`config.mk`:
```
export PLATFORM = sky130hd
export DESIGN_NAME = led_matrix_pixel_index_map_flat
export DESIGN_NICKNAME = d
export VERILOG_FILES = /design/src/design/lpim_pkg.sv /design/src/design/lpim_pix_if.sv /design/src/design/lpim_res_if.sv /design/src/design/lpim_cfg_if.sv /design/src/design/led_matrix_pixel_index_map.sv /design/src/flat_wrapper.sv
export VERILOG_INCLUDE_DIRS = /design/src /design/src/design
export SDC_FILE = /design/constraint.sdc
export NUM_CORES = 1
export LEC_CHECK = 0
export BUFFER_PORTS_ARGS = -buffer_cell sky130_fd_sc_hd__buf_2
export CORE_ASPECT_RATIO = 0.9
export CORE_UTILIZATION = 45
export DETAILED_ROUTE_END_ITERATION = 10
export GPL_TIMING_DRIVEN = 1
export HOLD_SLACK_MARGIN = 0.03
export RECOVER_POWER = 50
export SYNTH_ARGS = -nofsm -noshare
export SYNTH_HDL_FRONTEND = slang
export SYNTH_SLANG_ARGS = --single-unit
```
`constraint.sdc`:
```
create_clock -name clk -period 6 [get_ports clk]
set_input_delay 0.3 -clock clk [delete_from_list [all_inputs] [get_ports clk]]
set_output_delay 0.3 -clock clk [all_outputs]
set_load 0.02 [all_outputs]
```
`src/design/led_matrix_pixel_index_map_assert.svh`:
```
// ----------------------------------------------------------------------------
// Assertion macros for the LED matrix pixel index map.
// Each macro samples on clk and is disabled while arst_n is low.
// ----------------------------------------------------------------------------
`ifndef LED_MATRIX_PIXEL_INDEX_MAP_ASSERT_SVH
`define LED_MATRIX_PIXEL_INDEX_MAP_ASSERT_SVH

// Same-cycle implication
`define LPIM_ASSERT_IMPLY(label, ante, cons, msg) \
	label: assert property (@(posedge clk) disable iff (!arst_n) (ante) |-> (cons)) \
		else $error(msg);

// Next-cycle implication
`define LPIM_ASSERT_NEXT(label, ante, cons, msg) \
	label: assert property (@(posedge clk) disable iff (!arst_n) (ante) |=> (cons)) \
		else $error(msg);

`endif

```
`src/design/lpim_pkg.sv`:
```
// ----------------------------------------------------------------------------
// lpim_pkg
// Shared widths, register indexes, layout codes and types of the LED matrix
// pixel index map.
// ----------------------------------------------------------------------------
package lpim_pkg;

	// Field widths
	localparam int COORD_W   = 6;
	localparam int CFG_W     = 7;
	localparam int MODE_W    = 3;
	localparam int IDX_W     = 12;
	localparam int ST_W      = 2;
	localparam int REG_IDX_W = 3;

	// Largest legal display or panel dimension
	localparam int MAX_DIM = 64;
	// Largest chain position
	localparam int IDX_MAX = 4095;

	// Register indexes
	localparam logic [REG_IDX_W-1:0] REG_LAYOUT_MODE   = 3'd0;
	localparam logic [REG_IDX_W-1:0] REG_WIDTH_PIXELS  = 3'd1;
	localparam logic [REG_IDX_W-1:0] REG_HEIGHT_PIXELS = 3'd2;
	localparam logic [REG_IDX_W-1:0] REG_TILE_WIDTH    = 3'd3;
	localparam logic [REG_IDX_W-1:0] REG_TILE_HEIGHT   = 3'd4;

	// Layout codes
	localparam logic [MODE_W-1:0] LM_RING   = 3'd1;
	localparam logic [MODE_W-1:0] LM_STRAND = 3'd2;
	localparam logic [MODE_W-1:0] LM_PANEL  = 3'd3;
	localparam logic [MODE_W-1:0] LM_MULTI  = 3'd4;

	// Reset values of the registers
	localparam logic [MODE_W-1:0] RST_LAYOUT_MODE   = LM_RING;
	localparam logic [CFG_W-1:0]  RST_WIDTH_PIXELS  = 7'd12;
	localparam logic [CFG_W-1:0]  RST_HEIGHT_PIXELS = 7'd1;
	localparam logic [CFG_W-1:0]  RST_TILE_WIDTH    = 7'd8;
	localparam logic [CFG_W-1:0]  RST_TILE_HEIGHT   = 7'd8;

	// Result status
	typedef enum logic [ST_W-1:0] {
		ST_OK    = 2'd0,
		ST_GEOM  = 2'd1,
		ST_RANGE = 2'd2
	} status_t;

	// Derived tile geometry sequencer
	typedef enum logic [2:0] {
		SEQ_LOAD,
		SEQ_DIV,
		SEQ_MUL1,
		SEQ_MUL2,
		SEQ_BASE,
		SEQ_DONE
	} seq_state_t;

endpackage

```
`src/design/lpim_pix_if.sv`:
```
// ----------------------------------------------------------------------------
// lpim_pix_if
// Pixel coordinate channel: valid/ready with one (col_x, row_y) per transfer.
// ----------------------------------------------------------------------------
interface lpim_pix_if;
	logic                         valid;
	logic                         ready;
	logic [lpim_pkg::COORD_W-1:0] col_x;
	logic [lpim_pkg::COORD_W-1:0] row_y;

	modport source (output valid, output col_x, output row_y, input ready);
	modport sink (input valid, input col_x, input row_y, output ready);
endinterface

```
`src/design/lpim_res_if.sv`:
```
// ----------------------------------------------------------------------------
// lpim_res_if
// Result channel: valid/ready with one chain index and status per transfer.
// ----------------------------------------------------------------------------
interface lpim_res_if;
	logic                       valid;
	logic                       ready;
	logic [lpim_pkg::IDX_W-1:0] chain_index;
	logic [lpim_pkg::ST_W-1:0]  status;

	modport source (output valid, output chain_index, output status, input ready);
	modport sink (input valid, input chain_index, input status, output ready);
endinterface

```
`src/design/lpim_cfg_if.sv`:
```
// ----------------------------------------------------------------------------
// lpim_cfg_if
// Register write channel: valid/ready with register index and write data.
// ----------------------------------------------------------------------------
interface lpim_cfg_if;
	logic                           valid;
	logic                           ready;
	logic [lpim_pkg::REG_IDX_W-1:0] index;
	logic [lpim_pkg::CFG_W-1:0]     data;

	modport source (output valid, output index, output data, input ready);
	modport sink (input valid, input index, input data, output ready);
endinterface

```
`src/design/led_matrix_pixel_index_map.sv`:
```
// ----------------------------------------------------------------------------
// led_matrix_pixel_index_map: four-stage pipeline, one pixel per clock unless stalled.
// A full output register that is not taken stalls all stages; input ready follows the last
// stage. After reset and after every register write, input holds off while the tile
// sequencer redoes its divisions and products; reset restores defaults.
// ----------------------------------------------------------------------------
module led_matrix_pixel_index_map (
	input  logic       clk,
	input  logic       arst_n,
	lpim_pix_if.sink   pixel,
	lpim_res_if.source result,
	lpim_cfg_if.sink   cfg
);
	import lpim_pkg::*;

	`include "led_matrix_pixel_index_map_assert.svh"

	localparam int DIV_STEPS = CFG_W;
	localparam int CNT_W     = $clog2(DIV_STEPS);
	localparam int HALF_Q    = COORD_W / 2;
	localparam int ROWPX_W   = 2 * COORD_W + 1;
	localparam int PROD_W    = CFG_W + ROWPX_W;
	localparam int P_W       = PROD_W + 2;

	// ------------------------------------------------------------------
	// Configuration registers
	// ------------------------------------------------------------------
	logic [MODE_W-1:0] mode_q;
	logic [CFG_W-1:0]  w_q;
	logic [CFG_W-1:0]  h_q;
	logic [CFG_W-1:0]  tw_q;
	logic [CFG_W-1:0]  th_q;
	logic              cfg_wr;

	assign cfg.ready = 1'b1;
	assign cfg_wr    = cfg.valid && cfg.ready;

	// Decode the register write
	always_ff @(posedge clk or negedge arst_n) begin
		if (!arst_n) begin
			mode_q <= RST_LAYOUT_MODE;
			w_q    <= RST_WIDTH_PIXELS;
			h_q    <= RST_HEIGHT_PIXELS;
			tw_q   <= RST_TILE_WIDTH;
			th_q   <= RST_TILE_HEIGHT;
		end else if (cfg_wr) begin
			case (cfg.index)
				REG_LAYOUT_MODE:   mode_q <= cfg.data[MODE_W-1:0];
				REG_WIDTH_PIXELS:  w_q    <= cfg.data;
				REG_HEIGHT_PIXELS: h_q    <= cfg.data;
				REG_TILE_WIDTH:    tw_q   <= cfg.data;
				REG_TILE_HEIGHT:   th_q   <= cfg.data;
				default: ;
			endcase
		end
	end

	// ------------------------------------------------------------------
	// Tile geometry sequencer: tiles across, tiles down, pixels per
	// tile row and the chain position of the top-left pixel
	// ------------------------------------------------------------------
	seq_state_t         seq_state_q;
	seq_state_t         seq_state_nx;
	logic [CNT_W-1:0]   cnt_q;
	logic [CFG_W-1:0]   wq_q;
	logic [CFG_W-1:0]   wr_q;
	logic [CFG_W-1:0]   hq_q;
	logic [CFG_W-1:0]   hr_q;
	logic [CFG_W-1:0]   twxt_q;
	logic [ROWPX_W-1:0] row_px_q;
	logic [ROWPX_W-1:0] base_q;
	logic [CFG_W:0]     w_sh;
	logic [CFG_W:0]     h_sh;
	logic               w_ge;
	logic               h_ge;
	logic               seq_done;

	assign seq_done = (seq_state_q == SEQ_DONE);

	// Next state; a register write restarts the sequence
	always_comb begin
		seq_state_nx = seq_state_q;
		case (seq_state_q)
			SEQ_LOAD: seq_state_nx = SEQ_DIV;
			SEQ_DIV:  seq_state_nx = (cnt_q == CNT_W'(DIV_STEPS - 1)) ? SEQ_MUL1 : SEQ_DIV;
			SEQ_MUL1: seq_state_nx = SEQ_MUL2;
			SEQ_MUL2: seq_state_nx = SEQ_BASE;
			SEQ_BASE: seq_state_nx = SEQ_DONE;
			SEQ_DONE: seq_state_nx = SEQ_DONE;
			default:  seq_state_nx = SEQ_LOAD;
		endcase
		if (cfg_wr) begin
			seq_state_nx = SEQ_LOAD;
		end
	end

	always_ff @(posedge clk or negedge arst_n) begin
		if (!arst_n) begin
			seq_state_q <= SEQ_LOAD;
			cnt_q       <= '0;
		end else begin
			seq_state_q <= seq_state_nx;
			cnt_q       <= (seq_state_q == SEQ_DIV) ? cnt_q + 1'b1 : '0;
		end
	end

	// One restoring division step for each of the two quotients
	always_comb begin
		w_sh = {wr_q, wq_q[CFG_W-1]};
		h_sh = {hr_q, hq_q[CFG_W-1]};
		w_ge = (w_sh >= {1'b0, tw_q});
		h_ge = (h_sh >= {1'b0, th_q});
	end

	always_ff @(posedge clk) begin
		case (seq_state_q)
			SEQ_LOAD: begin
				wq_q <= w_q;
				wr_q <= '0;
				hq_q <= h_q;
				hr_q <= '0;
			end
			SEQ_DIV: begin
				wq_q <= {wq_q[CFG_W-2:0], w_ge};
				wr_q <= w_ge ? CFG_W'(w_sh - {1'b0, tw_q}) : w_sh[CFG_W-1:0];
				hq_q <= {hq_q[CFG_W-2:0], h_ge};
				hr_q <= h_ge ? CFG_W'(h_sh - {1'b0, th_q}) : h_sh[CFG_W-1:0];
			end
			SEQ_MUL1: twxt_q   <= CFG_W'(tw_q * wq_q);
			SEQ_MUL2: row_px_q <= ROWPX_W'(ROWPX_W'(twxt_q) * ROWPX_W'(th_q));
			SEQ_BASE: begin
				base_q <= ROWPX_W'(PROD_W'(row_px_q) * PROD_W'(CFG_W'(hq_q - 1'b1))
					+ PROD_W'(th_q) - PROD_W'(1));
			end
			default: ;
		endcase
	end

	// ------------------------------------------------------------------
	// Pipeline control: every stage advances unless the result waits
	// ------------------------------------------------------------------
	logic vld_s1;
	logic vld_s2;
	logic vld_s3;
	logic vld_s4;
	logic adv;
	logic pix_xfer;

	assign adv         = !vld_s4 || result.ready;
	assign pixel.ready = adv && seq_done;
	assign pix_xfer    = pixel.valid && pixel.ready;

	always_ff @(posedge clk or negedge arst_n) begin
		if (!arst_n) begin
			vld_s1 <= 1'b0;
			vld_s2 <= 1'b0;
			vld_s3 <= 1'b0;
			vld_s4 <= 1'b0;
		end else if (adv) begin
			vld_s1 <= pix_xfer;
			vld_s2 <= vld_s1;
			vld_s3 <= vld_s2;
			vld_s4 <= vld_s3;
		end
	end

	// ------------------------------------------------------------------
	// Stage 1: geometry and coordinate checks, upper quotient bits of row / tile_height
	// ------------------------------------------------------------------
	logic               dim_bad_h;
	logic               dim_bad_tw;
	logic               dim_bad_th;
	logic               geom_bad;
	logic               coord_bad;
	logic [CFG_W-1:0]   d1_rem;
	logic [CFG_W:0]     d1_sh;
	logic [HALF_Q-1:0]  d1_q;
	status_t            st1;

	logic [COORD_W-1:0] x_s1;
	logic [COORD_W-1:0] y_s1;
	logic [CFG_W-1:0]   rem_s1;
	logic [HALF_Q-1:0]  q_s1;
	status_t            st_s1;

	always_comb begin
		dim_bad_h  = (h_q == '0) || (int'(h_q) > MAX_DIM);
		dim_bad_tw = (tw_q == '0) || (int'(tw_q) > MAX_DIM);
		dim_bad_th = (th_q == '0) || (int'(th_q) > MAX_DIM);
		geom_bad   = (mode_q < LM_RING) || (mode_q > LM_MULTI)
			|| (int'(w_q) > MAX_DIM) || dim_bad_h
			|| (((mode_q == LM_RING) || (mode_q == LM_STRAND)) && (h_q != CFG_W'(1)))
			|| ((mode_q == LM_PANEL) && (h_q == CFG_W'(1)))
			|| ((mode_q == LM_MULTI) && (dim_bad_tw || dim_bad_th
				|| (h_q < th_q) || (w_q < tw_q)));
		coord_bad  = ({1'b0, pixel.col_x} >= w_q) || ({1'b0, pixel.row_y} >= h_q);
		if (geom_bad) begin
			st1 = ST_GEOM;
		end else if (coord_bad) begin
			st1 = ST_RANGE;
		end else begin
			st1 = ST_OK;
		end

		// Restoring division, top half of the quotient bits
		d1_rem = '0;
		d1_sh  = '0;
		d1_q   = '0;
		for (int i = 0; i < HALF_Q; i++) begin
			d1_sh = {d1_rem, pixel.row_y[COORD_W-1-i]};
			if (d1_sh >= {1'b0, th_q}) begin
				d1_rem             = CFG_W'(d1_sh - {1'b0, th_q});
				d1_q[HALF_Q-1-i]   = 1'b1;
			end else begin
				d1_rem = d1_sh[CFG_W-1:0];
			end
		end
	end

	always_ff @(posedge clk) begin
		if (adv) begin
			x_s1   <= pixel.col_x;
			y_s1   <= pixel.row_y;
			rem_s1 <= d1_rem;
			q_s1   <= d1_q;
			st_s1  <= st1;
		end
	end

	// ------------------------------------------------------------------
	// Stage 2: lower quotient bits, tile_width * x, multiplier operands
	// ------------------------------------------------------------------
	localparam int LOW_Q = COORD_W - HALF_Q;

	logic [CFG_W-1:0]   d2_rem;
	logic [CFG_W:0]     d2_sh;
	logic [LOW_Q-1:0]   d2_q;
	logic [COORD_W-1:0] rn;
	logic [CFG_W-1:0]   my;
	logic [CFG_W-1:0]   mx;

	logic [CFG_W-1:0]   a_s2;
	logic [ROWPX_W-1:0] b_s2;
	logic [ROWPX_W-1:0] twx_s2;
	logic [CFG_W-1:0]   py_s2;
	logic [CFG_W-1:0]   col_s2;
	status_t            st_s2;

	always_comb begin
		d2_rem = rem_s1;
		d2_sh  = '0;
		d2_q   = '0;
		for (int i = 0; i < LOW_Q; i++) begin
			d2_sh = {d2_rem, y_s1[LOW_Q-1-i]};
			if (d2_sh >= {1'b0, th_q}) begin
				d2_rem           = CFG_W'(d2_sh - {1'b0, th_q});
				d2_q[LOW_Q-1-i]  = 1'b1;
			end else begin
				d2_rem = d2_sh[CFG_W-1:0];
			end
		end
		rn = {q_s1, d2_q};
		// Mirrored coordinate of the single-panel layout
		my = CFG_W'(h_q - 1'b1 - {1'b0, y_s1});
		mx = CFG_W'(w_q - 1'b1 - {1'b0, x_s1});
	end

	always_ff @(posedge clk) begin
		if (adv) begin
			case (mode_q)
				LM_MULTI: begin
					a_s2 <= {1'b0, rn};
					b_s2 <= row_px_q;
				end
				LM_PANEL: begin
					a_s2 <= my;
					b_s2 <= ROWPX_W'(w_q);
				end
				default: begin
					a_s2 <= {1'b0, y_s1};
					b_s2 <= ROWPX_W'(w_q);
				end
			endcase
			twx_s2 <= ROWPX_W'(ROWPX_W'(tw_q) * ROWPX_W'(x_s1));
			py_s2  <= d2_rem;
			// Odd mirrored rows take the mirrored column, even rows fall back to x
			col_s2 <= ((mode_q == LM_PANEL) && my[0]) ? mx : {1'b0, x_s1};
			st_s2  <= st_s1;
		end
	end

	// ------------------------------------------------------------------
	// Stage 3: row product and column term
	// ------------------------------------------------------------------
	logic [PROD_W-1:0]     prod_s3;
	logic signed [P_W-1:0] col_s3;
	logic                  neg_s3;
	status_t               st_s3;

	always_ff @(posedge clk) begin
		if (adv) begin
			prod_s3 <= PROD_W'(PROD_W'(a_s2) * PROD_W'(b_s2));
			if (mode_q == LM_MULTI) begin
				col_s3 <= $signed(P_W'(base_q)) + $signed(P_W'(twx_s2))
					- $signed(P_W'(py_s2));
			end else begin
				col_s3 <= $signed(P_W'(col_s2));
			end
			neg_s3 <= (mode_q == LM_MULTI);
			st_s3  <= st_s2;
		end
	end

	// ------------------------------------------------------------------
	// Stage 4: combine, range check, output register
	// ------------------------------------------------------------------
	logic signed [P_W-1:0] p_full;
	logic                  p_out;
	status_t               st4;

	logic [IDX_W-1:0]      index_s4;
	status_t               status_s4;

	always_comb begin
		if (neg_s3) begin
			p_full = col_s3 - $signed(P_W'(prod_s3));
		end else begin
			p_full = col_s3 + $signed(P_W'(prod_s3));
		end
		p_out = (p_full < $signed(P_W'(0))) || (p_full > $signed(P_W'(IDX_MAX)));
		st4   = ((st_s3 == ST_OK) && p_out) ? ST_RANGE : st_s3;
	end

	always_ff @(posedge clk) begin
		if (adv) begin
			index_s4  <= (st4 == ST_OK) ? p_full[IDX_W-1:0] : '0;
			status_s4 <= st4;
		end
	end

	assign result.valid       = vld_s4;
	assign result.chain_index = index_s4;
	assign result.status      = status_s4;

	// ------------------------------------------------------------------
	// Assertions
	// ------------------------------------------------------------------
	`LPIM_ASSERT_IMPLY(a_bad_status_zero_index, vld_s4 && (status_s4 != ST_OK), index_s4 == '0, "index not zero on failed status")
	`LPIM_ASSERT_NEXT(a_cfg_restarts_seq, cfg_wr, seq_state_q == SEQ_LOAD, "register write did not restart tile sequencer")
	`LPIM_ASSERT_NEXT(a_xfer_fills_s1, pix_xfer, vld_s1, "accepted pixel missing from stage 1")
	`LPIM_ASSERT_NEXT(a_stall_holds_s3, vld_s3 && !adv, vld_s3 && $stable(prod_s3), "stage 3 lost data during stall")

endmodule
```
`src/flat_wrapper.sv`:
```
// flat-port wrapper written by rule: the top's interface ports become plain ports
module led_matrix_pixel_index_map_flat import lpim_pkg::*;
  (clk, arst_n, pixel_valid, pixel_col_x, pixel_row_y, pixel_ready, result_valid, result_chain_index, result_status, result_ready, cfg_valid, cfg_index, cfg_data, cfg_ready);
  lpim_pix_if pixel_i ();
  lpim_res_if result_i ();
  lpim_cfg_if cfg_i ();
  input  logic clk;
  input  logic arst_n;
  input wire logic [$bits(pixel_i.valid)-1:0] pixel_valid;
  input wire logic [$bits(pixel_i.col_x)-1:0] pixel_col_x;
  input wire logic [$bits(pixel_i.row_y)-1:0] pixel_row_y;
  output wire logic [$bits(pixel_i.ready)-1:0] pixel_ready;
  output wire logic [$bits(result_i.valid)-1:0] result_valid;
  output wire logic [$bits(result_i.chain_index)-1:0] result_chain_index;
  output wire logic [$bits(result_i.status)-1:0] result_status;
  input wire logic [$bits(result_i.ready)-1:0] result_ready;
  input wire logic [$bits(cfg_i.valid)-1:0] cfg_valid;
  input wire logic [$bits(cfg_i.index)-1:0] cfg_index;
  input wire logic [$bits(cfg_i.data)-1:0] cfg_data;
  output wire logic [$bits(cfg_i.ready)-1:0] cfg_ready;
  assign pixel_i.valid = pixel_valid;
  assign pixel_i.col_x = pixel_col_x;
  assign pixel_i.row_y = pixel_row_y;
  assign pixel_ready = pixel_i.ready;
  assign result_valid = result_i.valid;
  assign result_chain_index = result_i.chain_index;
  assign result_status = result_i.status;
  assign result_i.ready = result_ready;
  assign cfg_i.valid = cfg_valid;
  assign cfg_i.index = cfg_index;
  assign cfg_i.data = cfg_data;
  assign cfg_ready = cfg_i.ready;
  led_matrix_pixel_index_map u_core (.clk(clk), .arst_n(arst_n), .pixel(pixel_i), .result(result_i), .cfg(cfg_i));
endmodule
```
==> flow_metrics.env <==
export IMPL_status="finished, violations left"
export IMPL_violations_in_the_final_reports="max-capacitance violations, max-slew violations"
export IMPL_area_enclosed_by_the_die_boundary_sq_um=50500
export IMPL_mostFrequentLayoutCells="324 x inv_1, 283 x nand2_1, 261 x ha_1"
export IMPL_worst_setup_path_start_kind="flop"
export IMPL_numPlacedInstances=2923
export IMPL_synth_cells=2274
export IMPL_port_buffers=42
export IMPL_main_combinational_cell_family_by_area_after_synthesis="adder cells"
export IMPL_clk_insertion_delay_late_ns=0.58
export IMPL_grt_pass1_vias=16200
export IMPL_drt_met1_wl_microns=23500
export IMPL_drv_max_cap_violation_count=4
export IMPL_dp_slack_ns=-0.0569
export IMPL_wl_per_cell_microns=17.5
export IMPL_grt_pass1_wl_microns=85300
export IMPL_finalMaxSlewViolations=140
export IMPL_grt_util_all_layers_pct=21.4
export IMPL_met3WireLength_microns=1790
export IMPL_fin_crit_ns=5.74
export IMPL_tightest_slew_ns=2.39
export IMPL_die_width_microns=237
export IMPL_synth_xor_xnor_area_share_pct=6.16
export IMPL_finClkSkew_ns=0.0287
export IMPL_synth_area_sq_um=22300
export IMPL_post_synth_and_or_nand_nor_area_fraction_pct=14.2
export IMPL_row_count=77
export IMPL_fmaxAchievable_mhz=174
export IMPL_htreeDepth=1
export IMPL_clock_path_buffers=3
export IMPL_fin_nets=2811
export IMPL_synth_area_leaders="edfxtp_1 25%, fa_1 15%, ha_1 15%, inv_1 5.5%, nand2_1 4.8%"
export IMPL_route_top_layer_used="met5"
export IMPL_yosys_mux_area_fraction_pct=2.87
export IMPL_clock_root_buffer="clkbuf_16"
export IMPL_wl_microns=52500
export IMPL_synthDominantCellAreaShare_pct=25.0
export IMPL_synth_async_sr_flop_share_pct=18.1
export IMPL_placed_area_sq_um=23300
export IMPL_clock_sink_count=227
export IMPL_synth_edff_count=186
export IMPL_met2_wirelength_microns=25500
export IMPL_drt_pass1_iter_count=5
export IMPL_worst_hold_slack_ns=0.0870
export IMPL_timing_setup_critical_path_class="flop to flop"
export IMPL_synthesis_nets=2735
export IMPL_start_util_pct=45.5
export IMPL_grt_antenna_before_repair=1
export IMPL_setup_slack_ns=0.260
export IMPL_grt_setup_unrepaired="yes"
export IMPL_final_period_utilization_pct=95.7
export IMPL_residual_drc_count=0
export IMPL_synth_seq_cells=227
export IMPL_mean_instance_size_in_the_synthesized_netlist_sq_um=9.82
export IMPL_synth_area_leader_cell="edfxtp_1"
export IMPL_tritoncts="yes"
export IMPL_post_synth_fa_ha_maj_area_fraction_pct=30.0
export IMPL_timing_critical_path_arrival_ns=6.06
export IMPL_vias=15900
export IMPL_hold_viol_final=0
export IMPL_place_hpwl_microns=41800
export IMPL_yosys_synthesis_warning_count=0
export IMPL_finalWeightedCongestion=0.939
export IMPL_n_fill_cell=4541
export IMPL_register_to_register_path_setup_slack_ns=0.26
export IMPL_post_synth_num_cell_types=83
export IMPL_cp_data_required_time_ns=6.32
export IMPL_die_h_microns=213
export IMPL_path_clk_slew_ns=0.06
export IMPL_synth_seq_area_share_pct=29.6
export IMPL_critical_path_peak_fanout=8
export IMPL_leading_cell_type_in_the_layout_fill_and_taps_excluded="inv_1"
export IMPL_postRouteAntennaNets=0
export IMPL_share_of_post_route_cells_with_drive_strength_above_1_pct=7.63
export IMPL_synthToLayoutAreaGrowth_pct=9.87
export IMPL_timing_critical_path_to_type="flop"
export IMPL_grt_start_max_net_pins=51
export IMPL_max_slew_margin_pct=-59.6
export IMPL_min_delay_path_class="input pin to flop"
export IMPL_design_core_area_sq_um=49000
export IMPL_overall_overflow_remaining_after_global_route=0
export IMPL_synth_compound_gate_area_share_pct=10.5
export IMPL_stdcell_area_sq_um=24500
export IMPL_routed_via_density=5.29
export IMPL_synth_top_flop_cell="edfxtp_1"
export IMPL_ios=44
export IMPL_antenna_cells=0
export IMPL_number_of_non_filler_instances_in_the_completed_layout=3003
export IMPL_number_of_buffers_inserted_during_clock_tree_synthesis=27
export IMPL_drt_iter0_drc=973
export IMPL_final_setup_viol_count=0
==> layout make-up <==
class	count	area (sq um)	share of cell area [%]
multi-input combinational	1667	14400	58.5
sequential	227	6620	27.0
inverter	327	1230	5.02
tap	632	791	3.22
clock buffer	34	712	2.90
timing repair buffer	100	658	2.68
clock inverter	16	165	0.673
==> worst max-delay path, stage by stage, from the launching register on <==
cell and delay (ns):
edfxtp_1 0.39, inv_1 0.09, ha_1 0.17, inv_1 0.07, fa_2 0.37, a21o_1 0.17
a21oi_2 0.17, o21ai_2 0.11, a31oi_4 0.20, mux2_4 0.33, ha_1 0.28, nor2b_1 0.13
o21a_1 0.18, o21a_2 0.23, o31a_1 0.31, a311oi_2 0.24, buf_4 0.20, mux2i_4 0.27
ha_4 0.23, a21o_1 0.18, a21oi_2 0.14, nor2_1 0.07, a211oi_2 0.20, o21ai_1 0.12
a21oi_2 0.19, nand2_4 0.12, a221o_1 0.32
==> worst paths after layout <==
kind	startpoint	to	cells past startpoint
min	cfg_data[0]	u_core.mode_q[0]	2
max in group asynchronous	arst_n	u_core.th_q[1]	2
min in group asynchronous	arst_n	u_core.th_q[1]	2
max reg2reg	u_core.y_s1[2]	u_core.a_s2[0]	26
max	u_core.y_s1[2]	u_core.a_s2[0]	26
min reg2reg	u_core.st_s2[0]	u_core.st_s3[0]	0
==> state kept, by name, indices dropped and copies added (netlist names), 12 cells and up <==
register and cells:
u_core.base_q 13, u_core.twx_s2 13, u_core.row_px_q 13, u_core.prod_s3 20, u_core.col_s3 15, u_core.b_s2 13, u_core.result.chain_index 12
==> logic make-up after synthesis <==
kind of cell    after synthesis
simple gates                650
fa+ha+maj                   434
buf+inv                     380
compound gates              368
flops                       227
xor+xnor                    157
mux                          57
other cells                   1
==> Yosys cell counts, types with 36 or more instances <==
cell type  number
fa_1          170
a21o_1         52
o21ai_0       103
mux2_2         36
xor2_1         44
nor2_1        100
edfxtp_1      186
inv_1         325
ha_1          264
and2_1         85
nand2_1       283
xnor2_1       113
clkbuf_1       41
a21oi_1        92
==> what timing repair did <==
action,CTS,global route
gates resized for setup,2,14
pin swaps,2,8
hold buffers,21,0
setup endpoints to repair,7,14
setup buffers,5,4
gates cloned,0,0
endpoints found under the hold margin,61,0
==> stage by stage <==
step	utilization, %	setup TNS (ns)
detailed placement	47.6	-0.214
CTS	49.9	0
floorplan	-	0
global route	50.0	-0.0168
finish	50.0	0
global placement	47.6	0
==> routing by layer <==
layer	up-vias	global-route usage (%)
met4	2	6.85
li1	7785	-
met2	304	38.2
met3	91	2.06
met1	7706	27.4
met5	-	0
Power is left out: the tool's default activity adds up to more than one toggle a clock period on the data nets, which glitch-free logic cannot reach.
